`config.mk`:
```
export PLATFORM = sky130hd
export DESIGN_NAME = ps2_mouse_packet_tracker_unit
export DESIGN_NICKNAME = d
export VERILOG_FILES = /design/src/design/ps2mpt_pkg.sv /design/src/design/ps2mpt_assembler.sv /design/src/design/ps2mpt_axis.sv /design/src/design/ps2mpt_tracker.sv /design/src/design/ps2_mouse_packet_tracker_unit.sv
export VERILOG_INCLUDE_DIRS = /design/src /design/src/design
export SDC_FILE = /design/constraint.sdc
export NUM_CORES = 1
export LEC_CHECK = 0
export BUFFER_PORTS_ARGS = -buffer_cell sky130_fd_sc_hd__buf_2
export CAP_MARGIN = 20
export CELL_PAD_IN_SITES_DETAIL_PLACEMENT = 0
export CELL_PAD_IN_SITES_GLOBAL_PLACEMENT = 2
export CORE_MARGIN = 5
export CORE_UTILIZATION = 42
export DETAILED_ROUTE_END_ITERATION = 10
export PLACE_DENSITY = 0.82
export SYNTH_ARGS = -nofsm -noshare
export SYNTH_HDL_FRONTEND = slang
export SYNTH_HIERARCHICAL = 1
export SYNTH_SLANG_ARGS = --single-unit
```
`constraint.sdc`:
```
create_clock -name clock -period 12.5 [get_ports clock]
set_input_delay 0.625 -clock clock [delete_from_list [all_inputs] [get_ports clock]]
set_output_delay 0.625 -clock clock [all_outputs]
set_load 0.02 [all_outputs]
```
`src/design/ps2_mouse_packet_tracker_unit_assert.svh`:
```
// assertion macros for the ps2 mouse packet tracker rtl
// no dependencies; included inside module bodies
`ifndef PS2_MOUSE_PACKET_TRACKER_UNIT_ASSERT_SVH
`define PS2_MOUSE_PACKET_TRACKER_UNIT_ASSERT_SVH

// clocked assertion, masked while reset is high
`define PMT_ASSERT(lbl, clk, rst, prop, msg) \
   lbl: assert property (@(posedge clk) disable iff (rst) (prop)) else $error(msg);

// clocked assertion that also holds during reset
`define PMT_ASSERT_ALWAYS(lbl, clk, prop, msg) \
   lbl: assert property (@(posedge clk) (prop)) else $error(msg);

`endif

```
`src/design/ps2mpt_pkg.sv`:
```
// shared types and constants for the ps2 mouse packet tracker
// no dependencies
`default_nettype none

package ps2mpt_pkg;

   localparam int BYTE_BITS      = 8;
   localparam int LIMIT_BITS     = 12;
   localparam int POS_BITS       = 12;
   localparam int DELTA_BITS     = 9;
   localparam int STEP_BITS      = 10;
   localparam int CSR_INDEX_BITS = 1;
   localparam int REQ_DATA_BITS  = 8;
   localparam int RSP_DATA_BITS  = 48;

   // bit positions in the first packet byte
   localparam int BIT_LEFT   = 0;
   localparam int BIT_RIGHT  = 1;
   localparam int BIT_MIDDLE = 2;
   localparam int BIT_SYNC   = 3;
   localparam int BIT_X_SIGN = 4;
   localparam int BIT_Y_SIGN = 5;
   localparam int BIT_X_OVF  = 6;
   localparam int BIT_Y_OVF  = 7;

   localparam logic [CSR_INDEX_BITS-1:0] CSR_X_LIMIT = 1'b0;
   localparam logic [CSR_INDEX_BITS-1:0] CSR_Y_LIMIT = 1'b1;

   localparam logic [LIMIT_BITS-1:0] X_LIMIT_RESET = 12'd1024;
   localparam logic [LIMIT_BITS-1:0] Y_LIMIT_RESET = 12'd768;

   // bytes held so far of the open packet
   localparam logic [1:0] CNT_NONE  = 2'd0;
   localparam logic [1:0] CNT_FIRST = 2'd1;
   localparam logic [1:0] CNT_TWO   = 2'd2;

   typedef struct packed {
      logic [BYTE_BITS-1:0] first;
      logic [BYTE_BITS-1:0] second;
      logic [BYTE_BITS-1:0] third;
   } packet_type;

   typedef struct packed {
      logic                         left_button;
      logic                         right_button;
      logic                         middle_button;
      logic                         x_overflow;
      logic                         y_overflow;
      logic signed [DELTA_BITS-1:0] delta_x;
      logic signed [DELTA_BITS-1:0] delta_y;
      logic [POS_BITS-1:0]          pos_x;
      logic [POS_BITS-1:0]          pos_y;
   } result_type;

endpackage

`default_nettype wire

```
`src/design/ps2mpt_assembler.sv`:
```
// collects three mouse bytes into a packet, syncing on bit 3 of the first byte
// depends on ps2mpt_pkg
`default_nettype none

module ps2mpt_assembler (
   input  wire logic                            clock,
   input  wire logic                            reset,
   input  wire logic                            req_valid,
   input  wire logic [ps2mpt_pkg::BYTE_BITS-1:0] req_byte,
   output logic                                 req_ready,
   output ps2mpt_pkg::packet_type               pkt,
   output logic                                 pkt_valid,
   input  wire logic                            pkt_ready
);
   import ps2mpt_pkg::*;

   logic [1:0]           count_ff, count_in;
   logic [BYTE_BITS-1:0] first_ff, first_in;
   logic [BYTE_BITS-1:0] second_ff, second_in;
   packet_type           pkt_ff, pkt_in;
   logic                 pkt_valid_ff, pkt_valid_in;
   logic                 accept;

   // only a closing byte needs room in the packet register
   assign req_ready = (count_ff != CNT_TWO) || !pkt_valid_ff || pkt_ready;
   assign accept    = req_valid && req_ready;

   always_comb begin
      count_in     = count_ff;
      first_in     = first_ff;
      second_in    = second_ff;
      pkt_in       = pkt_ff;
      pkt_valid_in = pkt_valid_ff && !pkt_ready;
      if (accept) begin
         unique case (count_ff)
            CNT_FIRST: begin
               second_in = req_byte;
               count_in  = CNT_TWO;
            end
            CNT_TWO: begin
               pkt_in.first  = first_ff;
               pkt_in.second = second_ff;
               pkt_in.third  = req_byte;
               pkt_valid_in  = 1'b1;
               count_in      = CNT_NONE;
            end
            default: begin
               // unsynced bytes are dropped
               if (req_byte[BIT_SYNC]) begin
                  first_in = req_byte;
                  count_in = CNT_FIRST;
               end else begin
                  count_in = CNT_NONE;
               end
            end
         endcase
      end
   end

   always_ff @(posedge clock) begin
      if (reset) begin
         count_ff     <= CNT_NONE;
         pkt_valid_ff <= 1'b0;
      end else begin
         count_ff     <= count_in;
         pkt_valid_ff <= pkt_valid_in;
      end
      first_ff  <= first_in;
      second_ff <= second_in;
      pkt_ff    <= pkt_in;
   end

   assign pkt       = pkt_ff;
   assign pkt_valid = pkt_valid_ff;

endmodule

`default_nettype wire

```
`src/design/ps2mpt_axis.sv`:
```
// one cursor axis: add a signed step, clamp to 0..limit, hold on overflow
// depends on ps2mpt_pkg
`default_nettype none

module ps2mpt_axis #(
   parameter int COORD_BITS = 12
) (
   input  wire logic                                   [COORD_BITS-1:0] pos,
   input  wire logic signed [ps2mpt_pkg::STEP_BITS-1:0]                 step,
   input  wire logic                                                    ovf,
   input  wire logic                                   [COORD_BITS-1:0] limit,
   output logic                                        [COORD_BITS-1:0] pos_next
);
   import ps2mpt_pkg::*;

   localparam int NW = COORD_BITS + 2;

   logic signed [NW-1:0] step_ext;
   logic signed [NW-1:0] pos_ext;
   logic signed [NW-1:0] limit_ext;
   logic signed [NW-1:0] sum;

   assign step_ext  = NW'(step);
   assign pos_ext   = $signed({2'b00, pos});
   assign limit_ext = $signed({2'b00, limit});
   assign sum       = pos_ext + step_ext;

   always_comb begin
      if (ovf) begin
         pos_next = pos;
      end else if (sum[NW-1]) begin
         pos_next = '0;
      end else if (sum > limit_ext) begin
         pos_next = limit;
      end else begin
         pos_next = sum[COORD_BITS-1:0];
      end
   end

endmodule

`default_nettype wire

```
`src/design/ps2mpt_tracker.sv`:
```
// decodes a packet, updates the cursor and holds the result for the output
// depends on ps2mpt_pkg, ps2mpt_axis, ps2_mouse_packet_tracker_unit_assert.svh
`default_nettype none

module ps2mpt_tracker #(
   parameter int COORD_BITS = 12
) (
   input  wire logic                              clock,
   input  wire logic                              reset,
   input  wire ps2mpt_pkg::packet_type            pkt,
   input  wire logic                              pkt_valid,
   output logic                                   pkt_ready,
   input  wire logic [ps2mpt_pkg::LIMIT_BITS-1:0] x_limit,
   input  wire logic [ps2mpt_pkg::LIMIT_BITS-1:0] y_limit,
   output ps2mpt_pkg::result_type                 rsp,
   output logic                                   rsp_valid,
   input  wire logic                              rsp_ready
);
   import ps2mpt_pkg::*;
   `include "ps2_mouse_packet_tracker_unit_assert.svh"

   logic [COORD_BITS-1:0]    cursor_x_ff, cursor_x_in;
   logic [COORD_BITS-1:0]    cursor_y_ff, cursor_y_in;
   logic [COORD_BITS-1:0]    x_next, y_next;
   logic [COORD_BITS-1:0]    x_lim, y_lim;
   result_type               rsp_ff, rsp_in;
   logic                     rsp_valid_ff, rsp_valid_in;
   logic                     take;
   logic                     xo, yo;
   logic signed [DELTA_BITS-1:0] dx, dy;
   logic signed [STEP_BITS-1:0]  step_x, step_y;

   assign pkt_ready = !rsp_valid_ff || rsp_ready;
   assign take      = pkt_valid && pkt_ready;

   assign xo     = pkt.first[BIT_X_OVF];
   assign yo     = pkt.first[BIT_Y_OVF];
   assign dx     = $signed({pkt.first[BIT_X_SIGN], pkt.second});
   assign dy     = $signed({pkt.first[BIT_Y_SIGN], pkt.third});
   assign step_x = STEP_BITS'(dx);
   // screen y grows downward
   assign step_y = -STEP_BITS'(dy);

   assign x_lim = COORD_BITS'(x_limit);
   assign y_lim = COORD_BITS'(y_limit);

   ps2mpt_axis #(.COORD_BITS(COORD_BITS)) u_axis_x (
      .pos      (cursor_x_ff),
      .step     (step_x),
      .ovf      (xo),
      .limit    (x_lim),
      .pos_next (x_next)
   );

   ps2mpt_axis #(.COORD_BITS(COORD_BITS)) u_axis_y (
      .pos      (cursor_y_ff),
      .step     (step_y),
      .ovf      (yo),
      .limit    (y_lim),
      .pos_next (y_next)
   );

   always_comb begin
      cursor_x_in  = cursor_x_ff;
      cursor_y_in  = cursor_y_ff;
      rsp_in       = rsp_ff;
      rsp_valid_in = rsp_valid_ff && !rsp_ready;
      if (take) begin
         cursor_x_in          = x_next;
         cursor_y_in          = y_next;
         rsp_in.left_button   = pkt.first[BIT_LEFT];
         rsp_in.right_button  = pkt.first[BIT_RIGHT];
         rsp_in.middle_button = pkt.first[BIT_MIDDLE];
         rsp_in.x_overflow    = xo;
         rsp_in.y_overflow    = yo;
         rsp_in.delta_x       = dx;
         rsp_in.delta_y       = dy;
         rsp_in.pos_x         = POS_BITS'(x_next);
         rsp_in.pos_y         = POS_BITS'(y_next);
         rsp_valid_in         = 1'b1;
      end
   end

   always_ff @(posedge clock) begin
      if (reset) begin
         cursor_x_ff  <= '0;
         cursor_y_ff  <= '0;
         rsp_valid_ff <= 1'b0;
      end else begin
         cursor_x_ff  <= cursor_x_in;
         cursor_y_ff  <= cursor_y_in;
         rsp_valid_ff <= rsp_valid_in;
      end
      rsp_ff <= rsp_in;
   end

   assign rsp       = rsp_ff;
   assign rsp_valid = rsp_valid_ff;

   `PMT_ASSERT(a_take_shows_result, clock, reset, take |=> rsp_valid_ff, "packet taken but no result")
   `PMT_ASSERT(a_cursor_idle, clock, reset, !take |=> ($stable(cursor_x_ff) && $stable(cursor_y_ff)), "cursor moved without a packet")
   `PMT_ASSERT(a_x_ovf_holds, clock, reset, (take && xo) |=> $stable(cursor_x_ff), "x moved on overflow")
   `PMT_ASSERT(a_x_in_range, clock, reset, (take && !xo) |=> (cursor_x_ff <= $past(x_lim)), "x beyond limit")
   `PMT_ASSERT(a_y_in_range, clock, reset, (take && !yo) |=> (cursor_y_ff <= $past(y_lim)), "y beyond limit")

endmodule

`default_nettype wire

```
`src/design/ps2_mouse_packet_tracker_unit.sv`:
```
// ps2 mouse packet tracker: takes one mouse byte per transfer, gives one result per packet
// the closing byte of a packet is held in the packet register, then its result in the result register
// throughput: one byte per cycle, stalled only when a closing byte finds no room in the packet register
// with a result waiting and a packet queued behind it, only the next closing byte stalls
// reset (synchronous): drops any open packet and results, cursor to 0, limits to 1024 / 768
`default_nettype none

module ps2_mouse_packet_tracker_unit #(
   parameter int COORD_BITS = 12
) (
   input  wire logic                                 clock,
   input  wire logic                                 reset,
   // fields from bit 0: data_byte[7:0]
   input  wire logic [ps2mpt_pkg::REQ_DATA_BITS-1:0] req_tdata,
   input  wire logic                                 req_tvalid,
   output logic                                      req_tready,
   // fields from bit 0: left_button, right_button, middle_button, x_overflow,
   // y_overflow, delta_x[8:0], delta_y[8:0], pos_x[11:0], pos_y[11:0], zero pad
   output logic      [ps2mpt_pkg::RSP_DATA_BITS-1:0] rsp_tdata,
   output logic                                      rsp_tvalid,
   input  wire logic                                 rsp_tready,
   input  wire logic                                 csr_we,
   input  wire logic [ps2mpt_pkg::CSR_INDEX_BITS-1:0] csr_index,
   input  wire logic [ps2mpt_pkg::LIMIT_BITS-1:0]    csr_wdata
);
   import ps2mpt_pkg::*;

   logic [LIMIT_BITS-1:0] x_limit_ff, x_limit_in;
   logic [LIMIT_BITS-1:0] y_limit_ff, y_limit_in;
   packet_type            pkt;
   logic                  pkt_valid;
   logic                  pkt_ready;
   result_type            rsp;

   always_comb begin
      x_limit_in = x_limit_ff;
      y_limit_in = y_limit_ff;
      if (csr_we) begin
         unique case (csr_index)
            CSR_X_LIMIT: x_limit_in = csr_wdata;
            CSR_Y_LIMIT: y_limit_in = csr_wdata;
            default: ;
         endcase
      end
   end

   always_ff @(posedge clock) begin
      if (reset) begin
         x_limit_ff <= X_LIMIT_RESET;
         y_limit_ff <= Y_LIMIT_RESET;
      end else begin
         x_limit_ff <= x_limit_in;
         y_limit_ff <= y_limit_in;
      end
   end

   ps2mpt_assembler u_assembler (
      .clock     (clock),
      .reset     (reset),
      .req_valid (req_tvalid),
      .req_byte  (req_tdata[BYTE_BITS-1:0]),
      .req_ready (req_tready),
      .pkt       (pkt),
      .pkt_valid (pkt_valid),
      .pkt_ready (pkt_ready)
   );

   ps2mpt_tracker #(.COORD_BITS(COORD_BITS)) u_tracker (
      .clock     (clock),
      .reset     (reset),
      .pkt       (pkt),
      .pkt_valid (pkt_valid),
      .pkt_ready (pkt_ready),
      .x_limit   (x_limit_ff),
      .y_limit   (y_limit_ff),
      .rsp       (rsp),
      .rsp_valid (rsp_tvalid),
      .rsp_ready (rsp_tready)
   );

   assign rsp_tdata = {1'b0,
                       rsp.pos_y,
                       rsp.pos_x,
                       rsp.delta_y,
                       rsp.delta_x,
                       rsp.y_overflow,
                       rsp.x_overflow,
                       rsp.middle_button,
                       rsp.right_button,
                       rsp.left_button};

endmodule

`default_nettype wire
```
## Word level (Yosys, flattened, before mapping)

Cells that the tools add are included.

- Add/subtract/negate cells: 3
- Magnitude comparators: 2
- Equal/unequal tests: 3
- Multiplexer cells: 11
- Bitwise operators: 2
- Reductions and logical operators: 17

Operators by type and width:

| operator | number |
|---|---|
| 2-to-1 mux 12 bit | 6 |
| greater-than comparator 14 x 13 -> 1 bit | 2 |
| adder 13 x 10 -> 14 bit | 1 |
| adder 13 x 9 -> 14 bit | 1 |
| negator 9 -> 10 bit | 1 |
| AND reduction 2 bit | 4 |
| logical AND 1 bit | 4 |
| logical NOT 1 bit | 4 |
| 2-to-1 mux 1 bit | 4 |
| case mux 2 bit (2 select lines) | 1 |
| logical OR 1 bit | 3 |
| AND reduction 3 bit | 1 |
| equality test 2 x 1 -> 1 bit (second input constant) | 1 |
| equality test 2 bit (second input constant) | 1 |
| inequality test 2 bit (second input constant) | 1 |
| inverter 1 bit | 2 |
| OR reduction 2 bit | 1 |

- Flip-flop bits (word level): 137
- Input bits: 26
- Output and inout port bits: 50
- Logic and storage cells: 59

## Longest topological paths before layout

Gate-level depths: netlist of run 1.

- Depth in word-level cells: 6
- Gate-level depth with buffers: 22
- Mapped depth without buffers: 20

## Modules after synthesis

The synthesis of run 1 kept the hierarchy.

Modules (own cells, without submodules):

| module | instances | cells an instance | area an instance (um^2) | sequential area each (um^2) |
|---|---|---|---|---|
| ps2mpt_tracker | 1 | 183 | 2,537.4 | 1,911.8 |
| ps2mpt_axis at u_tracker.u_axis_y | 1 | 211 | 1,501.4 | 0.0 |
| ps2mpt_assembler | 1 | 60 | 1,343.8 | 1,201.2 |
| ps2mpt_axis at u_tracker.u_axis_x | 1 | 172 | 1,262.5 | 0.0 |
| ps2_mouse_packet_tracker_unit | 1 | 95 | 1,009.7 | 480.5 |

## Worst setup path after synthesis of run 1

Ideal clock, no wire load.

- Kind: reg2reg
- Start: register u_assembler.pkt_ff (netlist bit u_assembler/pkt[3])
- End: register u_tracker.cursor_y_ff[0]
- Setup time: 0.070 ns
- Arrival time: 4.628 ns
- Data required time: 12.430 ns
- Slack: 7.802 ns
- Cell stages (with the launch flop): 22
- Buffers on the path: 2
- Clock period less this slack: 4.698 ns
- Path through: edfxtp_1 > nor3_4 > nand3b_1 > xor2_1 > ha_1 > a2111oi_2 > o21ai_1 > and2_4 > buf_6 > a221oi_1 > xor2_1 > ha_1 > nand4_1 > nor4_1 > o41ai_1 > a21oi_2 > clkbuf_1 > nor3_1 > o21a_1 > o41ai_1 > nand3_1 > a21oi_1

- Cells in the longest elaborated chain, start to end: 6

Ends and longest elaborated chain:

| item | RTL line | RTL |
|---|---|---|
| start: declaration | ps2mpt_assembler.sv:20 | `packet_type pkt_ff, pkt_in;` |
| start signal: assignment | ps2mpt_assembler.sv:70 | `pkt_ff <= pkt_in;` |
| negator 9 -> 10 bit (*) | ps2mpt_tracker.sv:42 | `assign step_y = -STEP_BITS'(dy);` |
| net u_tracker.step_y[6] | ps2mpt_tracker.sv:31 | `logic signed [STEP_BITS-1:0] step_x, step_y;` |
| adder 13 x 10 -> 14 bit (*) | ps2mpt_axis.sv:26 | `assign sum = pos_ext + step_ext;` |
| greater-than comparator 14 x 13 -> 1 bit | ps2mpt_axis.sv:33 | `end else if (sum > limit_ext) begin` |
| 2-to-1 mux 12 bit | ps2mpt_axis.sv:33 |  |
| 2-to-1 mux 12 bit (*) | ps2mpt_axis.sv:31 | `end else if (sum[NW-1]) begin` |
| 2-to-1 mux 12 bit (*) | ps2mpt_axis.sv:29 | `if (ovf) begin` |
| net u_tracker.y_next[0] | ps2mpt_tracker.sv:24 | `logic [COORD_BITS-1:0] x_next, y_next;` |
| end signal: assignment | ps2mpt_tracker.sv:91 | `cursor_y_ff <= cursor_y_in;` |
| end: declaration | ps2mpt_tracker.sv:23 | `logic [COORD_BITS-1:0] cursor_y_ff, cursor_y_in;` |

Mark *: on every way through the listed nets, which the timed path passes. The rest lies on a longest branch.
A chain may end at the register's enable or synchronous reset.

## Worst setup path in the final report of run 1

- Start: register u_assembler.pkt_ff (netlist bit u_assembler/pkt[0])
- End: register u_tracker.cursor_y_ff[9]

Same word-level chain as after synthesis.

==> impl_metrics.py, run 1 <==
metrics = {
    "clocking": {
        "cts_tree": "yes",
        "cts_sinks": 137,
        "cts_root_buf": "clkbuf_16",
        "clock_latency_ns": 0.41,
        "post_cts_buffers": 0,
        "cts_hold_buf": 0,
        "cts_buffers": 17,
        "h-tree-depth": 4,
        "path_clk_slew_ns": 0.06,
        "cts.path.max_buffers": 2,
        "cts_resized": 0,
    },
    "final_layout": {
        "final_area_um2": 8690,
        "diodes": 0,
        "final_common_cell": "edfxtp_1",
        "mostFrequentLayoutCells": "85 x edfxtp_1, 74 x buf_2, 53 x ha_1, 52 x dfxtp_1, 51 x a21oi_1",
        "fin_nets": 862,
        "fill_cells": 1689,
        "drive_above_1_share": 0.193,
        "area_delta_synth_final_pct": 13.7,
    },
    "run": {
        "maxCapViolCount": 0,
    },
    "timing": {
        "finClkSkew_ns": 0.00704,
        "finalWorstPathRequiredPeriod_ns": 5.41,
        "tightest_slew_ns": 0.797,
        "final_max_slew_viol_count": 0,
        "period_share": 0.433,
        "maxSlewHeadroom": 0.462,
        "setup_viol_count_final": 0,
        "hold_violations": 0,
        "tns_ns": 0,
        "rsz0062_at_grt": "false",
        "clock.fmax_ghz": 0.185,
    },
    "routing": {
        "drtPass1Iterations": 5,
        "via_per_inst": 5.64,
        "ant_nets": 0,
        "vias": 5769,
        "wire_per_inst_um": 20.2,
        "routed_wirelength_um": 20600,
        "drtIter0Drc": 428,
        "drcViolationCount": 0,
    },
    "yosys": {
        "syn_area_um2": 7640,
        "syn_nets": 800,
        "yosysWarnings": 6,
        "synth_cells": 719,
        "avgSynthCellArea_um2": 10.6,
    },
    "floorplanning": {
        "die_w_um": 145,
        "start_util": 0.426,
        "die_y_um": 145,
        "core_um2": 18000,
        "io_pins": 76,
        "rows": 49,
        "fp.dieArea_um2": 21000,
    },
    "pwr": {
        "pwr-share-clk": 0.479,
        "switching_share": 0.233,
        "switchingPower_mw": 0.245,
        "power_mw": 1.05,
        "pwr-share-seq": 0.469,
        "p_int_mw": 0.806,
        "combPwrFrac": 0.052,
        "vdd_drop_max_v": 0.000107,
        "p_leak_nw": 3.37,
        "power-per-cell-area_nw_per_um2": 121,
    },
    "worst_setup_path": {
        "cp-start-kind": "register",
        "arrival_ns": 5.76,
        "path_common_cell": "ha_1",
        "timing_worst_setup_path_type": "reg -> reg",
        "cp_cell_sequence": "inv_1, ha_1, nand3b_1, xor2_1, ha_1, a2111oi_2, o21ai_1, and2_4, a221oi_1, xor2_1, ha_1, nand4_1, nor4_1, o41ai_1, a21oi_2, nor3_2, o311ai_0, nand3_1, a21oi_1",
        "crit_required_ns": 12.84,
        "cp_slowest_cell": "a21oi_2",
        "cp_max_fo": 16,
        "crit_path_end_kind": "register",
        "cp_num_buf_inv": 1,
        "worst_path_largest_cell_delay_ns": 0.65,
        "critPathTopFamily": "compound AO/OA/AOI/OAI gates",
    },
    "grt": {
        "grt_max_degree": 66,
        "grt_antenna_before_repair": 0,
        "grt_first_pass_wirelength_um": 32200,
        "grt_pass1_vias": 5601,
        "gr-total-overflow": 0,
        "grt_usage": 0.191,
    },
    "placed_design": {
        "gp_congestion": 0.904,
        "portBuffers": 74,
        "dp_hpwl_um": 14600,
        "dpl_cell_area_um2": 8080,
    },
    "status": {
        "status": "complete, no violations",
    },
    "worst_hold_path": {
        "hold_class": "reg -> reg",
    },
}
==> worst reg2reg max path, cell delays in order (launching register included) <==
cell	delay, ns
edfxtp_1	0.46
inv_1	0.11
ha_1	0.24
nand3b_1	0.11
xor2_1	0.25
ha_1	0.36
a2111oi_2	0.37
o21ai_1	0.14
and2_4	0.19
a221oi_1	0.31
xor2_1	0.16
ha_1	0.32
nand4_1	0.15
nor4_1	0.32
o41ai_1	0.16
a21oi_2	0.65
nor3_2	0.22
o311ai_0	0.56
nand3_1	0.13
a21oi_1	0.15
==> per-layer routing <==
metal / GRT usage / part of all wire / vias up / wire [um]
met3: 0.0387 / 0.055 / 22 / 1140
met5: 0 / 0 / - / 0
met1: 0.283 / 0.50 / 2798 / 10200
li1: - / - / 2787 / -
met2: 0.286 / 0.44 / 162 / 9040
met4: 0.0490 / 0.011 / 0 / 227
==> cell type report <==
class	count	area, um2	share of cell area
clock buffer	18	429	0.0494
clock inverter	14	159	0.0183
inverter	47	176	0.0203
multi-input combinational	500	3630	0.418
sequential	137	3590	0.414
tap	229	287	0.0330
timing repair buffer	78	413	0.0475
==> power groups by stage <==
stage               Clock (mW)  Combinational, mW  Sequential [mW]
finish                   0.504             0.0546            0.492
CTS                      0.512             0.0538            0.492
global route             0.535             0.0602            0.493
floorplan                    0             0.0375            0.500
global placement             0             0.0522            0.502
detailed placement           0             0.0534            0.502
==> worst paths after layout <==
| path | start | depth (start not counted) | slack (ns) | endpoint |
|---|---|---|---|---|
| worst min-delay path | u_assembler/first_ff[5]$_DFFE_PP_ | 0 | 0.42 | u_assembler/pkt[21]$_DFFE_PP_ |
| worst min register to register | u_assembler/first_ff[5]$_DFFE_PP_ | 0 | 0.42 | u_assembler/pkt[21]$_DFFE_PP_ |
| worst max-delay path | u_assembler/pkt[0]$_DFFE_PP_ | 19 | 7.09 | u_tracker/cursor_y_ff[9]$_SDFFE_PP0P_ |
| worst max register to register | u_assembler/pkt[0]$_DFFE_PP_ | 19 | 7.09 | u_tracker/cursor_y_ff[9]$_SDFFE_PP0P_ |
==> flip-flops by register name (all words and copies together) (netlist names) <==
signal and flops:
u_tracker/rsp 47, u_assembler/pkt 23, u_tracker/cursor_x_ff 12, u_tracker/cursor_y_ff 12, x_limit_ff 12, y_limit_ff 12
u_assembler/second_ff 8, u_assembler/first_ff 7, u_assembler/count_ff 2, u_assembler/pkt_valid 1, u_tracker/rsp_valid 1
==> stage by stage <==
step,cells,hold slack (ns),util,setup slack [ns]
floorplan,719,0.400,-,7.80
global placement,990,0.404,0.450,7.53
detailed placement,990,0.405,0.450,7.22
CTS,1022,0.418,0.483,7.14
global route,1023,0.421,0.484,6.66
finish,1023,0.419,0.484,7.09
No activity file was read; power rests on OpenSTA's default activity.
==> inputs of run 2 (changes only) <==
--- a/config.mk
+++ b/config.mk
@@ -11,9 +11,9 @@
 export CELL_PAD_IN_SITES_DETAIL_PLACEMENT = 0
 export CELL_PAD_IN_SITES_GLOBAL_PLACEMENT = 2
 export CORE_MARGIN = 5
-export CORE_UTILIZATION = 42
+export CORE_UTILIZATION = 35
 export DETAILED_ROUTE_END_ITERATION = 10
-export PLACE_DENSITY = 0.82
+export PLACE_DENSITY = 0.73
 export SYNTH_ARGS = -nofsm -noshare
 export SYNTH_HDL_FRONTEND = slang
 export SYNTH_HIERARCHICAL = 1
==> constraint.sdc (replaced) <==
create_clock -name clock -period 4.9 [get_ports clock]
set_input_delay 0.245 -clock clock [delete_from_list [all_inputs] [get_ports clock]]
set_output_delay 0.245 -clock clock [all_outputs]
set_load 0.02 [all_outputs]
==> run 2 against run 1 <==
Compared with the run above: hold slack lost 0.39 ns; sequential share of layout area shrank 1.8 points; first-iteration DRC count shrank 21%; non-clock buffer count grew 24; wire length grew 3.2%; combinational power grew to 2.7 times the previous value; largest cell class unchanged; fmax grew 16%; register-to-register slack lost 6.9 ns.
==> impl_metrics.py, run 2 (same netlist as run 1, synthesis figures left out) <==
metrics = {
    "status": {
        "status": "complete, no violations",
    },
    "clocking": {
        "cts_sinks": 137,
        "cts_tree": "yes",
        "path_clk_slew_ns": 0.07,
        "clock_latency_ns": 0.43,
        "cts_hold_buf": 0,
        "cts_buffers": 17,
        "cts_root_buf": "clkbuf_16",
        "h-tree-depth": 4,
        "cts.path.max_buffers": 2,
    },
    "worst_setup_path": {
        "crit_required_ns": 5.25,
        "timing_worst_setup_path_type": "reg -> reg",
        "worst_path_largest_cell_delay_ns": 0.39,
        "cp_num_buf_inv": 3,
        "cp.depth": 22,
        "cp-start-kind": "register",
        "critPathTopFamily": "compound AO/OA/AOI/OAI gates",
        "reg2reg_slack_ns": 0.23,
        "cp_cell_sequence": "inv_1, ha_4, nand3b_1, xor2_1, ha_1, buf_4, a21o_2, o21bai_1, and2_4, a221oi_4, xor2_1, ha_1, nand4_1, nor4_1, o41ai_1, a21oi_2, nor3_1, o21a_1, o41ai_1, buf_4, nand3_1, a21oi_1",
        "cp-endpoint": "u_tracker/cursor_y_ff[0]$_SDFFE_PP0P_",
        "arrival_ns": 5.03,
        "rr_endpoint": "u_tracker/cursor_y_ff[0]$_SDFFE_PP0P_",
        "crit_path_end_kind": "register",
        "cp_slowest_cell": "edfxtp_1",
        "cp_max_fo": 5,
        "reg2reg_depth": 22,
        "crit_start": "u_assembler/pkt[1]$_DFFE_PP_",
        "r2r_start": "u_assembler/pkt[1]$_DFFE_PP_",
    },
    "timing": {
        "maxSlewHeadroom": 0.513,
        "tightest_slew_ns": 0.729,
        "hold_slack_ns": 0.0336,
        "finClkSkew_ns": 0.0133,
        "period_share": 0.954,
        "finalWorstPathRequiredPeriod_ns": 4.67,
        "clock.fmax_ghz": 0.214,
        "setup_viol_count_final": 0,
        "final_max_slew_viol_count": 0,
        "layout_setup_ws_ns": 0.226,
        "hold_violations": 0,
    },
    "grt": {
        "grt_first_pass_wirelength_um": 33200,
        "grt_max_degree": 66,
        "grt_pass1_vias": 5905,
        "gr-total-overflow": 0,
        "grt_usage": 0.174,
        "grt_antenna_before_repair": 0,
    },
    "floorplanning": {
        "die_w_um": 158,
        "rows": 54,
        "die_y_um": 158,
        "start_util": 0.352,
        "core_um2": 21700,
        "io_pins": 76,
        "fp.dieArea_um2": 24900,
    },
    "pwr": {
        "p_leak_nw": 3.55,
        "power-per-cell-area_nw_per_um2": 298,
        "vdd_drop_max_v": 0.000211,
    },
    "routing": {
        "drcViolationCount": 0,
        "ant_nets": 0,
        "drtIter0Drc": 337,
        "routed_wirelength_um": 21300,
        "via_per_inst": 5.33,
        "vias": 5859,
        "drtPass1Iterations": 4,
        "wire_per_inst_um": 19.4,
    },
    "placed_design": {
        "dp_hpwl_um": 15800,
        "gp_congestion": 0.841,
        "dpl_worst_slack_ns": 0.0216,
        "portBuffers": 74,
    },
    "final_layout": {
        "fin_nets": 887,
        "drive_above_1_share": 0.233,
        "diodes": 0,
        "largest_reg_flops": 47,
        "mostFrequentLayoutCells": "85 x edfxtp_1, 74 x buf_2, 52 x ha_1, 52 x dfxtp_1, 50 x a21oi_1",
        "area_delta_synth_final_pct": 18.8,
        "final_common_cell": "edfxtp_1",
    },
    "run": {
        "maxCapViolCount": 0,
    },
    "worst_hold_path": {
        "hold_class": "in -> reg",
    },
}
[run 2: cell count changes in the layout (fill, tap and decap cells not counted), sizes merged, moves of 2 or more]
cell	before	now
bufinv	2	0
clkinvlp	2	0
buf	78	102
inv	54	52
clkinv	3	10
[run 2: where the power goes]
part	switching (mW)	total (mW)	internal [mW]
logic	0.0851	0.145	0.0600
clock network	0.605	1.30	0.698
registers	0.0183	1.26	1.24
total	0.709	2.70	2.00
[run 2: timing repair]
item / in CTS / in global routing
buffers inserted: 0 / 5
resized for setup: 2 / 18
pin swaps: 1 / 11
endpoints found under the setup margin: 1 / 24
cloned: 1 / 0
[run 2: area by class of cell]
type                            count  area (um2)
Clock buffer                       17         425
Clock inverter                     15         196
Fill cell                        2077       12600
Inverter                           47         176
Multi-Input combinational cell    501        3750
Sequential cell                   137        3590
Tap cell                          280         350
Timing Repair Buffer              102         584
[run 2: how the worst min path moves through the flow]
stage | startpoint | end | slack [ns] | cells after the start
finish | req_tdata[7] | u_assembler/pkt[7]$_DFFE_PP_ | 0.03 | 1
global route | req_tdata[1] | u_assembler/first_ff[1]$_DFFE_PP_ | 0.01 | 1
CTS | req_tdata[0] | u_assembler/first_ff[0]$_DFFE_PP_ | 0.02 | 1
detailed placement | u_assembler/second_ff[4]$_DFFE_PP_ | u_assembler/pkt[12]$_DFFE_PP_ | 0.40 | 0
global placement | u_assembler/second_ff[6]$_DFFE_PP_ | u_assembler/pkt[14]$_DFFE_PP_ | 0.40 | 0
floorplan | reset | u_assembler/pkt_valid$_SDFF_PP0_ | 0.31 | 1
[run 2: per-stage QoR]
stage	cell area (um2)	total power, mW	util	setup TNS, ns	cells
after global placement	8300	1.42	0.382	0	1061
after floorplan	7640	1.37	-	0	719
after detailed placement	8300	1.42	0.382	0	1061
after CTS	8940	2.73	0.412	-0.0110	1094
after global routing	9080	2.80	0.419	-0.0197	1099
final	9080	2.70	0.419	0	1099
[run 2: routing by layer]
metal,wire length (um),share of wire,up-vias,global-route usage
met1,9780,0.46,2845,0.229
met3,771,0.036,33,0.0383
met5,0,0,-,0
li1,-,-,2850,-
met2,10200,0.48,131,0.287
met4,476,0.022,0,0.0541
==> inputs of run 3 (changes only) <==
--- a/config.mk
+++ b/config.mk
@@ -6,14 +6,16 @@
 export SDC_FILE = /design/constraint.sdc
 export NUM_CORES = 1
 export LEC_CHECK = 0
+export ABC_AREA = 1
 export BUFFER_PORTS_ARGS = -buffer_cell sky130_fd_sc_hd__buf_2
 export CAP_MARGIN = 20
 export CELL_PAD_IN_SITES_DETAIL_PLACEMENT = 0
 export CELL_PAD_IN_SITES_GLOBAL_PLACEMENT = 2
+export CORE_ASPECT_RATIO = 0.75
 export CORE_MARGIN = 5
-export CORE_UTILIZATION = 35
+export CORE_UTILIZATION = 33
 export DETAILED_ROUTE_END_ITERATION = 10
-export PLACE_DENSITY = 0.73
+export PLACE_DENSITY = 0.74
 export SYNTH_ARGS = -nofsm -noshare
 export SYNTH_HDL_FRONTEND = slang
 export SYNTH_HIERARCHICAL = 1
==> run 3 against run 2 <==
Compared with the run above: clock power barely moved; sequential cell count unchanged; hold slack got worse by 0.012 ns; critical path type unchanged; largest cell class unchanged.
==> impl_metrics.py, run 3 <==
metrics = {
    "status": {
        "status": "complete, no violations",
    },
    "pwr": {
        "combPwrFrac": 0.076,
        "switching_share": 0.275,
        "pwr-share-clk": 0.468,
        "vdd_drop_max_v": 0.000234,
        "pwr-share-seq": 0.456,
        "power-per-cell-area_nw_per_um2": 302,
        "p_int_mw": 2.00,
        "switchingPower_mw": 0.758,
        "power_mw": 2.76,
        "p_leak_nw": 4.30,
    },
    "clocking": {
        "cts_hold_buf": 0,
        "h-tree-depth": 4,
        "cts_sinks": 137,
        "cts_tree": "yes",
        "clock_latency_ns": 0.44,
        "post_cts_buffers": 0,
        "cts.path.max_buffers": 2,
        "path_clk_slew_ns": 0.07,
        "cts_buffers": 17,
        "cts_root_buf": "clkbuf_16",
    },
    "yosys": {
        "synth_cells": 944,
        "avgSynthCellArea_um2": 8.39,
        "syn_area_um2": 7920,
        "yosysWarnings": 6,
        "syn_nets": 1025,
    },
    "grt": {
        "grt_first_pass_wirelength_um": 33100,
        "grt_max_degree": 51,
        "grt_pass1_vias": 5799,
        "grt_antenna_before_repair": 0,
        "grt_usage": 0.159,
        "gr-total-overflow": 0,
    },
    "final_layout": {
        "layout.area.seq_um2": 3590,
        "area_delta_synth_final_pct": 15.4,
        "diodes": 0,
        "final_area_um2": 9140,
        "fin_nets": 1096,
        "multi_input_area_um2": 3610,
        "mostFrequentLayoutCells": "225 x nand2_1, 137 x inv_1, 122 x nor2_1, 85 x edfxtp_1, 74 x buf_2",
        "drive_above_1_share": 0.165,
        "fill_cells": 2423,
        "final_common_cell": "nand2_1",
        "largest_reg_flops": 47,
    },
    "placed_design": {
        "gp_congestion": 0.827,
        "dpl_cell_area_um2": 8520,
        "portBuffers": 74,
        "dp_hpwl_um": 16100,
    },
    "timing": {
        "period_share": 0.905,
        "rsz0062_at_grt": "false",
        "tns_ns": 0,
        "hold_violations": 0,
        "tightest_slew_ns": 1.03,
        "finalWorstPathRequiredPeriod_ns": 4.43,
        "maxSlewHeadroom": 0.312,
        "final_max_slew_viol_count": 0,
        "finClkSkew_ns": 0.0181,
        "clock.fmax_ghz": 0.226,
        "setup_viol_count_final": 0,
    },
    "floorplanning": {
        "core_um2": 23800,
        "die_w_um": 189,
        "die_y_um": 144,
        "rows": 49,
        "start_util": 0.333,
        "fp.dieArea_um2": 27200,
        "io_pins": 76,
    },
    "worst_setup_path": {
        "arrival_ns": 4.75,
        "timing_worst_setup_path_type": "reg -> reg",
        "cp_max_fo": 13,
        "cp_slowest_cell": "edfxtp_1",
        "worst_path_largest_cell_delay_ns": 0.45,
        "crit_path_end_kind": "register",
        "crit_required_ns": 5.22,
        "cp-start-kind": "register",
        "path_common_cell": "nand2_1",
    },
    "routing": {
        "vias": 5992,
        "ant_nets": 0,
        "routed_wirelength_um": 21300,
        "via_per_inst": 4.49,
        "drtPass1Iterations": 5,
        "drtIter0Drc": 384,
        "drcViolationCount": 0,
        "wire_per_inst_um": 16.0,
    },
    "worst_hold_path": {
        "hold_class": "in -> reg",
    },
    "run": {
        "maxCapViolCount": 0,
    },
}
[run 3: area by class of cell]
class,count,share of cell area
Multi-Input combinational cell,638,0.395
Sequential cell,137,0.393
Inverter,143,0.0587
Clock buffer,17,0.0465
Timing Repair Buffer,78,0.0452
Tap cell,306,0.0419
Clock inverter,15,0.0190
[run 3: timing repair]
action                                 in CTS  in global routing
endpoints found under the hold margin       0                  0
setup endpoints to repair                   0                  8
resized for setup                           0                  2
[run 3: critical path: cells and delay by family, from the launching register on]
family / cells / cell delay [ns]
AOI/OAI and AO/OA: 1 / 0.16
xor gates and xnor gates: 2 / 0.59
adders and majority gates: 3 / 0.91
buffers and inverters: 3 / 0.27
DFF: 1 / 0.45
and+or+nand+nor: 20 / 1.93
[run 3: through the flow]
stage | utilization | std cells | hold WS [ns] | worst slack [ns]
after floorplan | - | 944 | 0.314 | 1.19
after global placement | 0.358 | 1302 | 0.402 | 0.395
after detailed placement | 0.358 | 1302 | 0.405 | 0.414
after CTS | 0.384 | 1334 | 0.00161 | 0.384
after global routing | 0.384 | 1334 | 0.0113 | 0.0848
final | 0.384 | 1334 | 0.0214 | 0.467
[run 3: metal layers]
layer | GRT usage | vias up | routed length (um)
met4 | 0.0322 | 0 | 114
met3 | 0.0357 | 7 | 864
met2 | 0.212 | 114 | 7850
met5 | 0 | - | 0
li1 | - | 3158 | -
met1 | 0.258 | 2713 | 12500
[run 3: path summary, 6_finish.rpt]
| check | startpoint | to | slack (ns) | cells past startpoint |
|---|---|---|---|---|
| max | u_assembler/pkt[0]$_DFFE_PP_ | u_tracker/cursor_y_ff[4]$_SDFFE_PP0P_ | 0.47 | 29 |
| max reg2reg | u_assembler/pkt[0]$_DFFE_PP_ | u_tracker/cursor_y_ff[4]$_SDFFE_PP0P_ | 0.47 | 29 |
| min | req_tdata[2] | u_assembler/first_ff[2]$_DFFE_PP_ | 0.02 | 1 |
| min reg2reg | u_assembler/first_ff[7]$_DFFE_PP_ | u_assembler/pkt[23]$_DFFE_PP_ | 0.41 | 0 |
[run 3: power by group through the flow]
stage	combinational, mW	clock, mW	sequential (mW)
after floorplan	0.152	0	1.28
after global placement	0.213	0	1.28
after detailed placement	0.210	0	1.28
after CTS	0.211	1.33	1.26
after global routing	0.241	1.38	1.26
final	0.210	1.29	1.26
